===== config.mk =====
export PLATFORM = sky130hd
export DESIGN_NAME = psw_fit
export DESIGN_NICKNAME = d
export VERILOG_FILES = /design/src/psw_pkg.sv /design/src/psw_fit.sv
export SDC_FILE = /design/constraint.sdc
export NUM_CORES = 2
export LEC_CHECK = 0
export BUFFER_PORTS_ARGS = -buffer_cell sky130_fd_sc_hd__buf_2
export CAP_MARGIN = 10
export CORE_MARGIN = 2
export CORE_UTILIZATION = 35
export CTS_CLUSTER_DIAMETER = 80
export CTS_CLUSTER_SIZE = 8
export DETAILED_ROUTE_END_ITERATION = 6
export PLACE_DENSITY_LB_ADDON = 0.1
export REMOVE_ABC_BUFFERS = 1
export SYNTH_ARGS = -nofsm -noshare
export SYNTH_HDL_FRONTEND = slang
export SYNTH_SLANG_ARGS = --single-unit

===== constraint.sdc =====
create_clock -name clk -period 11.5 [get_ports clk]
set_input_delay 0.575 -clock clk [delete_from_list [all_inputs] [get_ports clk]]
set_output_delay 0.575 -clock clk [all_outputs]
set_load 0.05 [all_outputs]

===== src/psw_pkg.sv =====
// Shared types, constants and helpers for the particle swarm step unit.
`default_nettype none
package psw_pkg;

  localparam int POS_W = 32;
  localparam int FIT_W = 48;
  localparam int SQ_W  = 64;
  localparam int W_W   = 18;
  localparam int F_W   = 19;
  localparam int E_W   = 17;
  localparam int C_W   = 20;
  localparam int IDX_W = 2;
  localparam int CFG_DATA_W = 32;

  localparam logic [FIT_W-1:0] FIT_MAX   = 48'hFFFF_FFFF_FFFF;
  // 99999.0 in unsigned Q32.16.
  localparam logic [FIT_W-1:0] FIRST_REF = 48'h0001_869F_0000;

  localparam logic           RST_MODE    = 1'b0;
  localparam logic [W_W-1:0] RST_INERTIA = 18'd47776;
  localparam logic [F_W-1:0] RST_COG     = 19'd134349;
  localparam logic [F_W-1:0] RST_SOC     = 19'd134349;

  // Configuration register indexes.
  typedef enum logic [IDX_W-1:0] {
    CFG_MODE    = 2'd0,
    CFG_INERTIA = 2'd1,
    CFG_COG     = 2'd2,
    CFG_SOC     = 2'd3
  } cfg_idx_t;

  // Control for a fitness accumulator.
  typedef struct packed {
    logic clr;
    logic vld;
  } fit_ctl_t;

  // Sequencer states.
  typedef enum logic [4:0] {
    ST_IDLE,
    ST_PB_RD, ST_PB_SQ, ST_PB_WAIT, ST_PB_CMP,
    ST_CP_RD, ST_CP_WR,
    ST_GF_FEED, ST_GF_WAIT, ST_GF_SET,
    ST_GS_RD, ST_GS_CMP,
    ST_GC_RD, ST_GC_WR,
    ST_UP_RD, ST_UP_MUL, ST_UP_SUM, ST_UP_WR,
    ST_OUT
  } st_t;

  // Saturate a 40-bit signed value to 32 bits.
  function automatic logic signed [POS_W-1:0] sat40(input logic signed [39:0] a);
    logic signed [POS_W-1:0] r;
    if (a > 40'sd2147483647) r = 32'sh7FFF_FFFF;
    else if (a < -40'sd2147483648) r = 32'sh8000_0000;
    else r = a[POS_W-1:0];
    return r;
  endfunction

endpackage
`default_nettype wire


===== src/psw_fit.sv =====
// Fitness accumulator: squares one element per transfer and sums with saturation.
`default_nettype none
module psw_fit #(
  parameter int DW = 1
) (
  input  logic                clk,
  input  logic                rst_n,
  input  psw_pkg::fit_ctl_t   ctl,
  input  logic                mode,
  input  logic signed [31:0]  value,
  input  logic [DW-1:0]       idx,
  output logic [47:0]         acc
);
  import psw_pkg::*;

  logic [POS_W-1:0]    mag;
  logic [SQ_W-1:0]     sq_r;
  logic [DW-1:0]       idx_r;
  logic                vld_r;
  logic [FIT_W-1:0]    acc_r;
  logic [DW:0]         wt;
  logic [DW+48:0]      term;
  logic [DW+49:0]      sum;

  // Magnitude of the element; the most negative value maps to 2^31.
  assign mag = value[POS_W-1] ? POS_W'(-value) : value[POS_W-1:0];

  // Square stage.
  always_ff @(posedge clk) begin
    sq_r  <= SQ_W'(mag) * SQ_W'(mag);
    idx_r <= idx;
    if (!rst_n) begin
      vld_r <= 1'b0;
    end else begin
      vld_r <= ctl.vld;
    end
  end

  // Weight by dimension index in weighted mode, then saturating add.
  assign wt   = mode ? ((DW+1)'(idx_r) + (DW+1)'(1)) : (DW+1)'(1);
  assign term = (DW+49)'(sq_r[SQ_W-1:16]) * (DW+49)'(wt);
  assign sum  = (DW+50)'(acc_r) + (DW+50)'(term);

  always_ff @(posedge clk) begin
    if (ctl.clr) begin
      acc_r <= '0;
    end else if (vld_r) begin
      acc_r <= (sum > (DW+50)'(FIT_MAX)) ? FIT_MAX : sum[FIT_W-1:0];
    end
  end

  assign acc = acc_r;

endmodule
`default_nettype wire


==> results.py <==
metrics = {
    "final_layout": {
        "antenna_cells": 0,
        "layout_commonest_cell": "inv_1",
        "area_delta_synth_final_pct": 7.40,
        "final_cell_mix": "1156 x inv_1, 843 x fa_1, 437 x nand2_1",
        "fin_nets": 5409,
        "drive_gt1_share_pct": 5.28,
    },
    "timing": {
        "fmax_mhz": 96.8,
        "drv_slew": 0,
        "hold_viol": 0,
        "finalCritPeriodShare_pct": 89.8,
        "fin_tns_setup_ns": 0,
        "setup_violations": 0,
        "skew_ns": 0.0133,
        "slew_headroom_pct": 24.3,
        "rsz0062_at_grt": "false",
        "finalCriticalPeriod_ns": 10.33,
        "worstMarginPinSlew_ns": 1.11,
    },
    "job": {
        "drv_cap": 0,
    },
    "floorplan": {
        "io_pins": 86,
        "start_util_pct": 35.2,
        "die_area_um2": 106000,
        "core_area_um2": 103000,
        "die_h_um": 326,
        "row_count": 118,
        "die_w_um": 326,
    },
    "clock_network": {
        "tritoncts": "built",
        "cts_resized": 0,
        "clkSinkCount": 98,
        "cts_root_buffer": "clkbuf_16",
        "cts.clk_slew.worst_paths_ns": 0.07,
        "htreeDepth": 3,
        "cts_buffers": 9,
        "postCtsHoldBufs": 0,
        "cts.path.max_buffers": 2,
        "cts_setup_buffers": 0,
        "clk-insertion-delay-late_ns": 0.37,
    },
    "worst_setup_path": {
        "worst_path_max_delay_cell": "clkinv_1",
        "criticalPathCategory": "in -> reg",
        "cp-start-kind": "input port",
        "slowest_delay_ns": 0.71,
        "critPathArrivalTime_ns": 10.60,
        "critPathMaxFanout": 15,
        "critPathCaptureType": "register",
        "crit_required_ns": 11.77,
        "critPathMostFrequentCell": "fa_1",
    },
    "grt": {
        "grt_start_max_net_pins": 53,
        "grt_util_all_layers_pct": 22.0,
        "grt_overflow": 0,
        "grt_pass1_wl_um": 176000,
        "grt_pass1_vias": 28851,
        "grt_antenna_before_repair": 0,
    },
    "yosys": {
        "yosysWarnings": 0,
        "synthDistinctLibCells": 81,
        "ys_async_sr_fraction_pct": 0,
        "syn_area_um2": 36200,
        "synth_edf_count": 0,
        "synth_cells": 4146,
        "yosysTopAreaCell": "fa_1",
        "synth_top_area_share_pct": 46.6,
        "yosysSeqAreaShare_pct": 5.41,
        "ys_ff_latch": 98,
        "synth.area.top_cells": "fa_1 47%, inv_1 12%, ha_1 11%",
        "synth-main-ff-cell": "dfxtp_1",
        "synth.avg_cell_area_um2": 8.74,
    },
    "route": {
        "drtAntennaViolNets": 0,
        "wl_per_cell_um": 20.3,
        "drc_errors": 0,
        "firstDrtPassIters": 5,
        "drt_iter0_drc": 1503,
        "routed_wl_um": 113000,
        "vias": 26212,
        "vias_per_cell": 4.69,
    },
    "outcome": {
        "status": "finished, final reports clean",
    },
    "place": {
        "finalWeightedCongestion": 0.912,
        "dp_hpwl_um": 94700,
        "io_buffers": 85,
    },
    "min_path": {
        "hp-class": "in -> reg",
    },
}
cells in the mapped netlist (4+ instances only):
cell type,instances
a2111oi_0,5
a211o_1,4
a211oi_1,60
a21o_1,52
a21oi_1,129
a311oi_1,4
a31oi_1,11
and2_1,12
and3_1,20
buf_1,5
buf_2,12
clkbuf_1,121
clkinv_1,8
dfxtp_1,98
fa_1,843
ha_1,329
inv_1,1156
inv_2,5
nand2_1,437
nand2b_1,5
nand3_1,25
nand4_1,29
nor2_1,359
nor2b_1,11
nor3_1,33
nor4_1,5
o211ai_1,10
o21a_1,8
o21ai_0,76
o21bai_1,25
o31a_1,5
o31ai_1,11
or2_2,4
or3_1,5
xnor2_1,81
xor2_1,66
flip-flops by register name, summed over array words and instances, names as in the netlist:
register	cells
idx_r	1
sq_r	48
acc	48
vld_r	1
worst paths after layout:
kind / startpoint / to / slack, ns / depth (start not counted)
worst max-delay path: value[4] / sq_r[57] / 1.17 / 32
worst min register to register: acc[27] / acc[27] / 0.50 / 2
worst max register to register: idx_r / acc[1] / 6.45 / 17
worst min-delay path: idx / idx_r / 0.30 / 1
area by class of cell:
type,instances,area [µm²]
clock inverter,6,75.1
sequential,98,1960
timing repair buffer,161,996
fill,10850,64100
tap,1380,1730
multi-input combinational,2759,29500
inverter,1170,4390
clock buffer,10,229
worst max-delay path: cells and delay by family:
kind | cells | cell delay (ns)
adders and majority gates | 9 | 4.35
and+or+nand+nor | 9 | 2.45
buffers and inverters | 8 | 1.55
AOI/OAI and AO/OA | 5 | 1.53
xor gates and xnor gates | 1 | 0.15
metal layers:
| metal | vias to the layer above | track usage [%] | part of all wire (%) |
|---|---|---|---|
| li1 | 12435 | - | - |
| met4 | 0 | 4.08 | 1.9 |
| met5 | - | 0 | 0 |
| met1 | 13084 | 31.2 | 47 |
| met2 | 607 | 35.2 | 45 |
| met3 | 86 | 4.29 | 6.2 |
through the flow:
step / instances / setup WS, ns / area (µm²) / util, % / hold slack [ns]
floorplan: 4027 / 1.97 / 35800 / - / 0.603
global placement: 5568 / 0.737 / 38600 / 37.5 / 0.488
detailed placement: 5568 / 0.683 / 38600 / 37.5 / 0.494
CTS: 5584 / 1.09 / 38900 / 37.8 / 0.284
global route: 5584 / 0.585 / 38900 / 37.8 / 0.297
finish: 5584 / 1.17 / 38900 / 37.8 / 0.301
cell families (layout without fill, tap and decap cells):
logic type | Yosys count | after routing | share of synthesized area (%)
buffers and inverters | 1311 | 1347 | 13.7
adders and majority gates | 1172 | 1172 | 57.9
and+or+nand+nor | 967 | 967 | 11.2
AOI/OAI and AO/OA | 445 | 445 | 8.05
other | 2 | 24 | 0.0207
muxes | 2 | 2 | 0.0587
xor gates and xnor gates | 149 | 149 | 3.67
DFF | 98 | 98 | 5.41
Power is not shown: default switching activity piles up to over one toggle a cycle in this logic, so the estimate is an artifact.
